`config.mk`:
```
export PLATFORM = sky130hd
export DESIGN_NAME = vtfs_div
export DESIGN_NICKNAME = d
export VERILOG_FILES = /design/src/hdl/vtfs_pkg.sv /design/src/hdl/vtfs_div.sv
export SDC_FILE = /design/constraint.sdc
export NUM_CORES = 1
export LEC_CHECK = 0
export BUFFER_PORTS_ARGS = -buffer_cell sky130_fd_sc_hd__buf_4
export CAP_MARGIN = 20
export CORE_MARGIN = 1
export CORE_UTILIZATION = 50
export CTS_CLUSTER_SIZE = 8
export DETAILED_ROUTE_END_ITERATION = 7
export PLACE_DENSITY = 0.85
export SLEW_MARGIN = 10
export SYNTH_ARGS = -nofsm -noshare
export SYNTH_HDL_FRONTEND = slang
export SYNTH_SLANG_ARGS = --single-unit
```
`constraint.sdc`:
```
create_clock -name clk -period 4.7 [get_ports clk]
set_input_delay 0.705 -clock clk [delete_from_list [all_inputs] [get_ports clk]]
set_output_delay 0.705 -clock clk [all_outputs]
set_load 0.005 [all_outputs]
```
`src/hdl/vtfs_pkg.sv`:
```
// vtfs_pkg: shared types and constants for the virtual time fair scheduler
// no dependencies
package vtfs_pkg;

    localparam logic [1:0] ACT_WAKE  = 2'd0;
    localparam logic [1:0] ACT_SLEEP = 2'd1;
    localparam logic [1:0] ACT_PICK  = 2'd2;

    localparam logic [0:0] REG_TICKS  = 1'd0;
    localparam logic [0:0] REG_WEIGHT = 1'd1;

    localparam logic [63:0] CSA_UNITS  = 64'd5;
    localparam logic [7:0]  WEIGHT_MAX = 8'd128;

    typedef struct packed {
        logic [1:0]  action;
        logic [2:0]  thread;
        logic [63:0] now_time;
    } vtfs_in_t;

    typedef struct packed {
        logic [2:0]  next_thread;
        logic        next_idle;
        logic        timer_armed;
        logic [63:0] timer_deadline;
    } vtfs_out_t;

    // divider request and reply
    typedef struct packed {
        logic        go;
        logic [95:0] dividend;
        logic [31:0] divisor;
    } vtfs_div_req_t;

    typedef struct packed {
        logic        done;
        logic [95:0] quotient;
        logic [31:0] remainder;
    } vtfs_div_rsp_t;

    function automatic logic [10:0] ratio_of(input logic [63:0] table_w, input logic [2:0] t);
        logic [7:0] w;
        w = table_w[{t, 3'b000} +: 8];
        if (w == 8'd0)
            w = 8'd1;
        if (w > WEIGHT_MAX)
            w = WEIGHT_MAX;
        // 1024 / weight rounded down, weights 1..128
        case (w)
            8'd1:  ratio_of = 11'd1024;
            8'd2:  ratio_of = 11'd512;
            8'd3:  ratio_of = 11'd341;
            8'd4:  ratio_of = 11'd256;
            8'd5:  ratio_of = 11'd204;
            8'd6:  ratio_of = 11'd170;
            8'd7:  ratio_of = 11'd146;
            8'd8:  ratio_of = 11'd128;
            8'd9:  ratio_of = 11'd113;
            8'd10: ratio_of = 11'd102;
            8'd11: ratio_of = 11'd93;
            8'd12: ratio_of = 11'd85;
            8'd13: ratio_of = 11'd78;
            8'd14: ratio_of = 11'd73;
            8'd15: ratio_of = 11'd68;
            8'd16: ratio_of = 11'd64;
            8'd17: ratio_of = 11'd60;
            8'd18: ratio_of = 11'd56;
            8'd19: ratio_of = 11'd53;
            8'd20: ratio_of = 11'd51;
            8'd21: ratio_of = 11'd48;
            8'd22: ratio_of = 11'd46;
            8'd23: ratio_of = 11'd44;
            8'd24: ratio_of = 11'd42;
            8'd25: ratio_of = 11'd40;
            8'd26: ratio_of = 11'd39;
            8'd27: ratio_of = 11'd37;
            8'd28: ratio_of = 11'd36;
            8'd29: ratio_of = 11'd35;
            8'd30: ratio_of = 11'd34;
            8'd31: ratio_of = 11'd33;
            8'd32: ratio_of = 11'd32;
            8'd33: ratio_of = 11'd31;
            8'd34: ratio_of = 11'd30;
            8'd35: ratio_of = 11'd29;
            8'd36: ratio_of = 11'd28;
            8'd37: ratio_of = 11'd27;
            8'd38, 8'd39: ratio_of = 11'd26;
            8'd40: ratio_of = 11'd25;
            8'd41, 8'd42: ratio_of = 11'd24;
            8'd43, 8'd44: ratio_of = 11'd23;
            8'd45, 8'd46: ratio_of = 11'd22;
            8'd47, 8'd48: ratio_of = 11'd21;
            8'd49, 8'd50, 8'd51: ratio_of = 11'd20;
            8'd52, 8'd53: ratio_of = 11'd19;
            8'd54, 8'd55, 8'd56: ratio_of = 11'd18;
            8'd57, 8'd58, 8'd59, 8'd60: ratio_of = 11'd17;
            8'd61, 8'd62, 8'd63, 8'd64: ratio_of = 11'd16;
            8'd65, 8'd66, 8'd67, 8'd68: ratio_of = 11'd15;
            8'd69, 8'd70, 8'd71, 8'd72, 8'd73: ratio_of = 11'd14;
            8'd74, 8'd75, 8'd76, 8'd77, 8'd78: ratio_of = 11'd13;
            8'd79, 8'd80, 8'd81, 8'd82, 8'd83, 8'd84, 8'd85: ratio_of = 11'd12;
            8'd86, 8'd87, 8'd88, 8'd89, 8'd90, 8'd91, 8'd92, 8'd93: ratio_of = 11'd11;
            8'd94, 8'd95, 8'd96, 8'd97, 8'd98, 8'd99, 8'd100, 8'd101,
            8'd102: ratio_of = 11'd10;
            8'd103, 8'd104, 8'd105, 8'd106, 8'd107, 8'd108, 8'd109, 8'd110,
            8'd111, 8'd112, 8'd113: ratio_of = 11'd9;
            default: ratio_of = 11'd8;
        endcase
    endfunction

endpackage

```
`src/hdl/vtfs_div.sv`:
```
// vtfs_div: radix-2 restoring divider, 96-bit dividend by 32-bit divisor
// depends on vtfs_pkg
module vtfs_div
    import vtfs_pkg::*;
(
    input  logic          clk,
    input  logic          rst_n,
    input  vtfs_div_req_t req,
    output vtfs_div_rsp_t rsp
);

    logic [95:0] quo_reg, quo_next;
    logic [32:0] rem_reg, rem_next;
    logic [31:0] dsr_reg, dsr_next;
    logic [6:0]  cnt_reg, cnt_next;
    logic        busy_reg, busy_next;
    logic        done_reg, done_next;
    logic [32:0] shifted;
    logic [32:0] diff;

    always_comb
    begin
        quo_next  = quo_reg;
        rem_next  = rem_reg;
        dsr_next  = dsr_reg;
        cnt_next  = cnt_reg;
        busy_next = busy_reg;
        done_next = 1'b0;
        shifted   = {rem_reg[31:0], quo_reg[95]};
        diff      = shifted - {1'b0, dsr_reg};
        if (req.go)
        begin
            quo_next  = req.dividend;
            rem_next  = '0;
            dsr_next  = req.divisor;
            cnt_next  = 7'd96;
            busy_next = 1'b1;
        end
        else if (busy_reg)
        begin
            if (!diff[32])
            begin
                rem_next = diff;
                quo_next = {quo_reg[94:0], 1'b1};
            end
            else
            begin
                rem_next = shifted;
                quo_next = {quo_reg[94:0], 1'b0};
            end
            cnt_next = cnt_reg - 7'd1;
            if (cnt_reg == 7'd1)
            begin
                busy_next = 1'b0;
                done_next = 1'b1;
            end
        end
    end

    always_ff @(posedge clk or negedge rst_n)
    begin
        if (!rst_n)
        begin
            busy_reg <= 1'b0;
            done_reg <= 1'b0;
            cnt_reg  <= '0;
        end
        else
        begin
            busy_reg <= busy_next;
            done_reg <= done_next;
            cnt_reg  <= cnt_next;
        end
    end

    always_ff @(posedge clk)
    begin
        quo_reg <= quo_next;
        rem_reg <= rem_next;
        dsr_reg <= dsr_next;
    end

    assign rsp.done      = done_reg;
    assign rsp.quotient  = quo_reg;
    assign rsp.remainder = rem_reg[31:0];

endmodule

```
After elaboration in Yosys (flattened, before gate mapping)
Index checks and enable logic that the tools add are counted.
{ "word_totals": {"regBits": 169, "in_bits": 131, "out_inout_bits": 129, "elab_cells": 22} }
{ "classes": {"n_addsub": 2, "eq_ne": 1, "n_mux": 12, "n_reduce_logical": 1} }
{ "op_table": {"columns": ["cell", "count"], "rows": [
  ["two-way mux 96 bit", 2],
  ["subtractor 33 x 32 -> 33 bit", 1],
  ["two-way mux 32 bit", 1],
  ["two-way mux 7 bit", 2],
  ["== test 7 x 1 -> 1 bit (second input constant)", 1],
  ["two-way mux 1 bit", 7],
  ["subtractor 7 x 1 -> 7 bit (second input constant)", 1],
  ["nonzero test 2 bit", 1]
]} }

Longest topological paths before layout
Gate-level depths: netlist (run 1).
{ "logic_depth": {"depth_word": 4, "ltp_mapped": 14, "depth_no_buf": 12} }

Least setup slack after synthesis (run 1)
Ideal clock, no wire load.
{ "synth_timing": {"kind": "input -> register", "start": "input req[128] in the netlist's numbering", "end": "register quo_reg[0] (enable)", "setup_time_ps": 450, "arrival_time_ps": 3184, "required_ps": 4250, "setup_slack_ps": 1066, "stages": 4, "n_path_buf": 2, "path_cell_list": "clkbuf_1 > clkbuf_1 > nor2_1 > inv_1"} }
{ "synth_between": {"elab_chain_len": 1} }
{ "synth_lines": {"columns": ["item", "line_no", "source"], "rows": [
  ["from (decl)", "vtfs_div.sv:8", "input vtfs_div_req_t req,"],
  ["nonzero test 2 bit (no line)", null, null],
  ["to (signal assigned)", "vtfs_div.sv:78", "quo_reg <= quo_next;"],
  ["to (decl)", "vtfs_div.sv:12", "logic [95:0] quo_reg, quo_next;"]
]} }
No other way between the ends.
A chain may end at the register's enable or synchronous reset.

Final worst setup path (run 1)
{ "layout_timing": {"start": "register quo_reg[95]", "end": "register rem_reg[21]"} }
{ "layout_between": {"elab_chain_len": 2} }
{ "layout_lines": {"columns": ["item", "line_no", "source"], "rows": [
  ["subtractor 33 x 32 -> 33 bit", "vtfs_div.sv:30", "diff = shifted - {1'b0, dsr_reg};"],
  ["two-way mux 32 bit", "vtfs_div.sv:41", "if (!diff[32])"],
  ["to (signal assigned)", "vtfs_div.sv:79", "rem_reg <= rem_next;"],
  ["to (decl)", "vtfs_div.sv:13", "logic [32:0] rem_reg, rem_next;"]
]} }
No other way between the ends.

==> results.md, run 1 <==
* Status: completed
* Syn_area_per_cell at 11.56 um^2
* Post-Synth Simple-Gate Area at 0.1009
* Chip width at 135.2 um
* Clock-pin slew of the registers on the worst-case setup and hold paths at 0.07 ns
* Gate Count Post-Synth at 767
* First-pass GRT wire length at about 36000 um
* Post-CTS Hold Buffers at 0
* DR WL/cell at approximately 19 um
* Post-CTS Setup Repair Bufs at 0
* Switching power at between 0.0015 and 0.002 W
* Layout net count at 1173
* Root buf cell: clkbuf_16
* Vias at approximately 7200
* Post-route cell area at 0.01155 mm^2
* Final period util at 0.8225
* EDFF count, synth at about 130
* Leading area contributor after synthesis: edfxtp_1
* Max-capacitance violation count at 0
* Worst Tran Pin Value at 0.8253 ns
* # DRC at 0
* Most common cell in the synthesized netlist: edfxtp_1
* Area Growth Syn to Fin at 30.21%
* Post-synth top cells: 128 x edfxtp_1, 95 x mux2_2, 63 x nor2_1, 45 x o21ai_0, 44 x inv_1
* Leak pwr at 4.928 nW
* Initial antenna violation count at 0
* Port bufs at 259
* Post-detail-place hpwl at 17000 um
* ANT nets after route at 0
* Fin crit period at 3.866 ns
* Worst R2R End: rem_reg[21]
* Via/cell ratio at 5.767
* Post-synthesis mux area share at 0.1218
* Post-synthesis sequential area ratio at 0.5311
* H-tree Lvls at 4
* CTS resizes at 0
* Cell Int Power at 0.003617 W
* GRT Resource Usage Total at 0.2589
* Synth Area in XOR/XNOR at 0.02568
* Largest family of logic cells by synthesized area: compound AO/OA/AOI/OAI gates
* RR Startpoint: quo_reg[95]
* Initial Util at 0.5127
* FF+latch count, synth at approximately 170
* Layout cells sized above 1 at 0.3974
* Antenna cell count at 0
* Max VDD drop at around 0.32 mV
* FFs w/ async S/R, synth at 0.05325
* Area of the multi-input gates at 0.003805 mm^2
* Clock buffer depth at 2
* CP endpoint kind: register
* Clk pwr share at 0.246
* RSZ-0062 raised after global routing: false
* Detailed-router iteration count before antenna repair at 5
* Clk sink count at 169
* Switch share at 0.3538
* Die Area at roughly 0.018 mm^2
* Worst Skew at 0.01525 ns
* Num CTS Buffers at 17
* Final Setup Violations at 0
* Crit path kind: register to register
* Syn nets at 933
* Depth of the most critical reg-to-reg path at 13
* WL final at 23920 um
* Placeable Area at 0.01730 mm^2
* Largest net degree at the start of global routing at 76
* Post-synthesis adder-cell area fraction at 0.05023
* PwrDens at around 480 mW/mm^2
* Post-DP Area at 0.01098 mm^2
* Die Ht at around 140 um
* CP Max Fanout at 19
* Max Fclk at around 0.26 GHz
* CTS tree: yes
* GPL Wtd Cong at 0.8925
* Final Hold Fails at 0
* Area share of the largest cell type after synthesis at 0.4335
* Yosys Warn Count at 0
* CP arrival at roughly 4.2 ns
* Total gr overflow at 0
* Finished Core Util at 0.6675
* CP startpoint: quo_reg[95]
* Comb power frac at 0.377
* Worst endpoint required time at 5.02 ns
* Startpoint Class: register
* Post-Route Setup TNS at 0 ns
* FP Rows at between 40 and 50
* Seq. cell area at 0.004711 mm^2
* Largest register FFs at 96
* Post-synthesis cell type count at 62
* Number of global-route vias before repair at 6998
* Clk Latency, worst-skew pair at 0.44 ns
* Class of the worst hold path: input pin to asynchronous set/reset pin
* CP Capture Point: rem_reg[21]
* Main synth FF type: edfxtp_1
* Netlist Area Pre-Place at 0.008867 mm^2
* Slew HR at 0.4468
* Synth top area cells: edfxtp_1 43%, mux2_2 12%, dfxtp_1 7.2%, ha_1 4.8%, a311oi_1 2.7%
* Post-synthesis compound-gate area fraction at 0.1305
* Fillcell total at 1325
* IO Pins at 260
* Seq pwr share at 0.377
* R2r setup slk at 0.83 ns
* DR iter-0 viols at 502
* Final Max Tran Viols at 0
cell type report:
cell class,count,area share
Clock buffer,18,0.03717
Clock inverter,13,0.01149
Inverter,44,0.01441
Multi-Input combinational cell,508,0.3295
Sequential cell,169,0.4080
Tap cell,225,0.02438
Timing Repair Buffer,267,0.1750
per-layer routing:
metal  track usage  routed length [um]
met5             0                   0
met4        0.1080                 763
met3       0.07819                2004
met2        0.4225               11720
met1        0.3188                9431
cells in the final DEF (no fill, tap or decap), types with 8 or more instances in the layout:
master,instances
a21o_1,8
a21oi_1,33
a311oi_1,27
buf_4,265
clkbuf_16,17
dfrtp_1,8
dfxtp_1,32
edfxtp_1,128
ha_1,34
inv_1,43
mux2_2,95
nand2_1,36
nand3_1,27
nand4_1,12
nor2_1,63
nor3_1,11
o21ai_0,45
o21bai_1,8
xnor2_1,16
xor2_1,10
cells by family (layout without fill, tap and decap cells):
family	after synthesis	after routing
AOI/OAI and AO/OA	167	167
and+or+nand+nor	184	184
muxes	96	96
DFF	169	169
adders and majority gates	35	35
xor gates and xnor gates	26	26
buffers and inverters	90	342
through the flow:
step | total power (W) | setup WS [ns] | instances | hold slack [ns]
6_report | 0.005598 | 0.8341 | 1244 | 0.08857
5_1_grt | 0.005894 | 0.6086 | 1244 | 0.08284
4_1_cts | 0.005596 | 0.8566 | 1244 | 0.07931
3_5_place_dp | 0.004206 | 0.9249 | 1213 | 0.5064
3_3_place_gp | 0.004148 | 1.177 | 1213 | 0.5065
2_1_floorplan | 0.003412 | 1.066 | 767 | 0.4094
power by group through the flow:
stage / logic, W / clock network (W) / registers, W
5_1_grt: 0.00231 / 0.00144 / 0.00214
4_1_cts: 0.00209 / 0.00139 / 0.00211
3_5_place_dp: 0.00207 / 0 / 0.00213
6_report: 0.00211 / 0.00138 / 0.00211
2_1_floorplan: 0.00133 / 0 / 0.00208
3_3_place_gp: 0.00202 / 0 / 0.00213
critical path: stages, from the launching register on:
cell	delay (ns)
edfxtp_1	0.38
inv_1	0.06
ha_1	0.21
fa_1	0.38
nand2b_1	0.22
a21oi_2	0.22
o21bai_2	0.15
a21boi_4	0.21
o211ai_4	0.12
a211oi_4	0.38
or3_1	0.68
buf_4	0.29
nand3_1	0.10
a311oi_1	0.33
how the worst min path moves through the flow:
| stage | start | to | slack, ns |
|---|---|---|---|
| after floorplan | rst_n | busy_reg | 0.41 |
| after global placement | cnt_reg[5] | cnt_reg[5] | 0.51 |
| after detailed placement | cnt_reg[5] | cnt_reg[5] | 0.51 |
| after CTS | rst_n | cnt_reg[1] | 0.08 |
| after global routing | rst_n | cnt_reg[1] | 0.08 |
| final | rst_n | cnt_reg[1] | 0.09 |
Power figures use the tool's default switching activity.
==> run 2, diff against run 1 <==
- CORE_UTILIZATION: 50 -> 47
- PLACE_DENSITY: 0.85 -> 0.83
- clock period: 4.7 -> 3.5 ns (I/O delays scaled with it)
==> results.md, run 2 (synthesis gave the netlist of run 1 again) <==
* Worst Tran Pin Value at 0.7328 ns
* Initial antenna violation count at 0
* Layout net count at 1188
* Clk Latency, worst-skew pair at 0.43 ns
* Fillcell total at 1420
* Largest net degree at the start of global routing at 111
* Layout cells sized above 1 at 0.4126
* Initial Util at 0.4870
* Placeable Area at 0.01821 mm^2
* Largest register FFs at 96
* Final WS setup at roughly 0.12 ns
* Final Hold Fails at 0
* Die Area at 0.01942 mm^2
* Commonest non-fill, non-tap cell in the layout: buf_4
* Max-capacitance violation count at 0
* Total gr overflow at 0
* FP Rows at 49
* Clk sink count at around 170
* Status: completed
* Clock-pin slew of the registers on the worst-case setup and hold paths at 0.08 ns
* Post-Route Setup TNS at 0 ns
* Most frequent cells in the layout: 275 x buf_4, 128 x edfxtp_1, 95 x mux2_2
* IO Pins at 260
* Chip width at 139.4 um
* Via/cell ratio at 5.699
* Startpoint Class: register
* GPL Wtd Cong at 0.9614
* Port bufs at 259
* H-tree Lvls at 4
* Die Ht at between 100 and 150 um
* # DRC at 0
* Max VDD drop at approximately 0.32 mV
* Detailed-router iteration count before antenna repair at 5
* WL final at between 20000 and 25000 um
* Crit path kind: register to register
* Area Growth Syn to Fin at 33.19%
* Antenna cell count at 0
* CP arrival at approximately 3.7 ns
* Leak pwr at 5.053 nW
* CP endpoint kind: register
* Final Max Tran Viols at 0
* DR iter-0 viols at 568
* Final period util at 0.9670
* Worst Skew at 0.01314 ns
* Root buf cell: clkbuf_16
* DR WL/cell at 19.17 um
* Number of global-route vias before repair at approximately 7300
* Pre-CTS WS at -0.01548 ns
* Slew HR at 0.5115
* CP Max Fanout at 9
* PwrDens at 659.5 mW/mm^2
* GRT Resource Usage Total at 0.2481
* Post-detail-place hpwl at 17540 um
* Num CTS Buffers at 17
* First-pass GRT wire length at 37300 um
* Max Fclk at about 0.30 GHz
* Clock buffer depth at 2
* ANT nets after route at 0
* R2r setup slk at 0.12 ns
* Final Setup Violations at 0
* Vias at between 7000 and 8000
* Class of the worst hold path: input pin to register
* Worst endpoint required time at 3.85 ns
* CTS tree: yes
* Fin crit period at 3.385 ns
[run 2: changes by cell type in the layout (fill, tap and decap cells not counted), sizes merged]
cell / previous run / this run
clkbuf: 18 / 17
clkinvlp: 2 / 1
dlygate4sd3: 0 / 1
buf: 267 / 281
clkinv: 4 / 7
[run 2: metal layers]
metal	vias up	track usage	share of wire	routed length, um
met4	0	0.09825	0.028	667
met5	-	0	0	0
met3	50	0.06745	0.068	1658
li1	3391	-	-	-
met2	291	0.4300	0.51	12320
met1	3471	0.2913	0.40	9590
[run 2: timing repair]
item / CTS / global route
setup buffers: 2 / 0
gates resized for setup: 1 / 7
endpoints found under the setup margin: 4 / 30
hold buffers: 1 / 0
endpoints found under the hold margin: 9 / 0
pin swaps: 3 / 2
[run 2: area by class of cell]
class,count,area (um^2),share of cell area
inverter,44,168.9,0.01430
clock buffer,17,425.4,0.03602
clock inverter,15,182.7,0.01547
tap,229,286.5,0.02426
timing repair buffer,282,2186,0.1851
sequential,169,4711,0.3989
multi-input combinational,508,3850,0.3260
[run 2: worst paths after layout]
kind / startpoint / endpoint / cells after the start
max reg2reg: quo_reg[95] / rem_reg[7] / 13
min reg2reg: rem_reg[28] / rem_reg[28] / 2
min: req[10] / dsr_reg[10] / 1
min in group asynchronous: rst_n / done_reg / 2
max: quo_reg[95] / rem_reg[7] / 13
max in group asynchronous: rst_n / busy_reg / 2
[run 2: where the power goes]
group / total [W] / switching (W) / internal [W]
clock: 0.00195 / 0.000920 / 0.00103
sequential: 0.00283 / 0.000312 / 0.00252
combinational: 0.00301 / 0.00154 / 0.00146
[run 2: worst max-delay path, stage by stage, from the launching register on]
cell      delay, ns
edfxtp_1       0.38
inv_1          0.06
ha_1           0.22
fa_1           0.39
nand2b_4       0.18
a21oi_4        0.17
o21bai_2       0.13
a21boi_4       0.21
o211ai_4       0.13
a211oi_4       0.33
nor3_4         0.11
buf_4          0.20
or4_1          0.52
a311oi_2       0.27
[run 2: stage by stage]
| step | power [W] | std cells | instance area (um^2) | hold WS, ns | utilization |
|---|---|---|---|---|---|
| after detailed placement | 0.005749 | 1229 | 11130 | 0.3564 | 0.6114 |
| after global placement | 0.005684 | 1229 | 11130 | 0.3537 | 0.6114 |
| after CTS | 0.007765 | 1264 | 11770 | 0.2465 | 0.6465 |
| after floorplan | 0.004582 | 767 | 8871 | 0.2294 | - |
| after global routing | 0.008213 | 1264 | 11810 | 0.2394 | 0.6486 |
| final | 0.007789 | 1264 | 11810 | 0.2658 | 0.6486 |
==> run 3, diff against run 2 <==
- ABC_AREA: default -> 1
- CORE_UTILIZATION: 47 -> 48
- PLACE_DENSITY: 0.83 -> 0.84
==> results.md, run 3 <==
* Clk sink count at 169
* # DRC at 0
* PwrDens at ~420 mW/mm^2
* FF+latch count, synth at around 170
* Inst Count DP at 1807
* Most frequent cells in the layout: 660 x nand2_1, 262 x buf_4, 212 x inv_1
* Depth of the most critical reg-to-reg path at 15
* Max-capacitance violation count at 0
* Startpoint Class: register
* GR Util met3 at 0.07897
* Worst Tran Pin Value at roughly 0.74 ns
* CTS tree: yes
* Largest register FFs at between 90 and 100
* IO Pins at 260
* Netlist Area Pre-Place at between 0.009 and 0.01 mm^2
* Port bufs at roughly 260
* H-tree Lvls at 4
* Finished Core Util at 0.6370
* Initial antenna violation count at 0
* Crit path kind: register to register
* CP endpoint kind: register
* Max VDD drop at slightly below 0.3 mV
* Worst Skew at approximately 0.015 ns
* Post-synthesis sequential area ratio at 0.4886
* First-pass GRT wire length at 42080 um
* Main synth FF type: edfxtp_1
* Detailed-router iteration count before antenna repair at 5
* FFs w/ async S/R, synth at 0.05325
* Leading area contributor after synthesis: edfxtp_1
* M1 GR Usage at 0.3004
* Pre-CTS WS at roughly 0.6 ns
* Area share of the largest cell type after synthesis at 0.3988
* Vias at between 8000 and 9000
* Syn nets at 1477
* Die Area at ~0.021 mm^2
* Synth top area cells: edfxtp_1 40%, nand2_1 26%, inv_1 8.3%, dfxtp_1 6.6%, ha_1 4.4%
* Most common cell in the synthesized netlist: nand2_1
* Post-Layout Cell Count at 1840
* Fillcell total at 1748
* RR Startpoint: quo_reg[95]
* Final Max Tran Viols at 0
* Syn_area_per_cell at 7.352 um^2
* Leak pwr at 6.872 nW
* GPL Wtd Cong at 0.9561
* Antenna cell count at 0
* Worst R2R End: quo_reg[0]
* Chip width at 143.7 um
* Busiest metal layer after global routing: met2
* CP Max Fanout at 33
* Clock-pin slew of the registers on the worst-case setup and hold paths at approximately 0.080 ns
* Initial Util at 0.4920
* CP startpoint: quo_reg[95]
* Total gr overflow at 0
* Num CTS Buffers at 17
* Max Fclk at 0.3457 GHz
* Largest net degree at the start of global routing at 100
* Cell family with most CP delay: simple AND/OR/NAND/NOR gates
* Post-detail-place hpwl at 19910 um
* Post-CTS Setup Repair Bufs at 0
* Root buf cell: clkbuf_16
* Area Growth Syn to Fin at 29.47%
* CP Capture Point: quo_reg[0]
* Via/cell ratio at 4.826
* Number of global-route vias before repair at 8641
* Clock buffer depth at 2
* ANT nets after route at 0
* Most used cell, CP: nand2_1
* WL final at roughly 27000 um
* Slew HR at 0.5078
* Yosys Warn Count at 0
* Status: completed
* Fin crit period at slightly below 3 ns
* Final WS setup at a little over 0.6 ns
* Commonest non-fill, non-tap cell in the layout: nand2_1
* WP buf/inv at 2
* DR WL/cell at 14.53 um
* Layout cells sized above 1 at 0.1968
* Final period util at 0.8265
* Worst endpoint required time at 3.67 ns
* Clk Latency, worst-skew pair at approximately 0.45 ns
* CP arrival at 3.06 ns
* Critical path depth in cells at 15
* Crit path max-delay cell type: nand2_2
* FP Rows at approximately 50
* Met2 usage at 0.4645
* Post-Route Setup TNS at 0 ns
* Gate Count Post-Synth at between 1000 and 1500
* R2r setup slk at 0.61 ns
* Critical path cell sequence: inv_1 -> ha_1 -> fa_1 -> inv_1 -> nand2_1 -> nand2_1 -> nand3_1 -> nand2_1 -> nand2_1 -> nand2_1 -> nand2_2 -> nand2_2 -> nand2_1 -> nand2_2 -> o21ai_0
* Layout net count at 1728
* Final Setup Violations at 0
* Post-synth top cells: 660 x nand2_1, 214 x inv_1, 128 x edfxtp_1, 64 x nand3_1, 51 x nor2_1
* CP max stage delay at 0.55 ns
* Post-synthesis cell type count at 34
* EDFF count, synth at 128
* DR iter-0 viols at approximately 600
* Final Hold Fails at 0
* Die Ht at 143.7 um
* Placeable Area at 0.01959 mm^2
* GRT Resource Usage Total at 0.2659
* RSZ-0062 raised after global routing: false
* Class of the worst hold path: input pin to register
## run 3: cell types whose count changed after synthesis, moves of 7 or more
cell	previous run	this run
nor2_1	63	51
a21o_1	8	1
mux2_2	95	0
a21oi_1	33	21
o21ai_0	45	9
buf_2	7	0
a311oi_1	27	0
nand3_1	27	64
inv_1	44	214
nand2_1	36	660
clkbuf_1	34	26
## run 3: report_power, final
group	internal [W]	switching, W
registers	0.00234	0.000103
clock network	0.00104	0.000955
logic	0.000386	0.000409
total	0.00376	0.00147
## run 3: metal layers
layer  vias to the layer above  wire length [um]
met2                       274             13330
met4                         0               901
met1                      4031             10620
met5                         -                 0
met3                        56              1886
li1                       4519                 -
## run 3: repair_timing
item,4_1_cts,5_1_grt
hold buffers,1,0
gates resized for setup,0,0
endpoints found under the hold margin,9,0
## run 3: how the worst min path moves through the flow
stage                  from           to  slack, ns  depth (start not counted)
floorplan             rst_n     busy_reg       0.23                          0
global placement      rst_n   cnt_reg[3]       0.35                          1
detailed placement    rst_n   cnt_reg[3]       0.35                          1
CTS                 req[26]  dsr_reg[26]       0.24                          1
global route         req[4]   dsr_reg[4]       0.24                          1
finish              req[25]  dsr_reg[25]       0.25                          1
## run 3: layout make-up
class,instances,area [um^2],area share
Clock buffer,17,425.4,0.03409
Clock inverter,15,196.4,0.01574
Inverter,215,809.5,0.06488
Multi-Input combinational cell,893,3969,0.3181
Sequential cell,169,4710,0.3774
Tap cell,265,331.6,0.02657
Timing Repair Buffer,266,2037,0.1632
## run 3: kinds of logic (layout without fill, tap and decap cells)
family          count (synthesis)  count (layout)  synth area share
flops                         169             169            0.4886
simple gates                  808             808            0.3323
buf+inv                       249             513            0.1001
fa+ha+maj                      35              35           0.04622
xor+xnor                       15              15           0.01363
compound gates                 35              35           0.01908
## run 3: metrics by stage
step           hold WS, ns  total power [W]  instance area [um^2]
3_3_place_gp        0.3546         0.003245                 11850
4_1_cts             0.2406         0.005264                 12480
2_1_floorplan       0.2294         0.002827                  9638
5_1_grt             0.2408         0.005433                 12480
3_5_place_dp        0.3548         0.003272                 11850
6_report            0.2531         0.005229                 12480
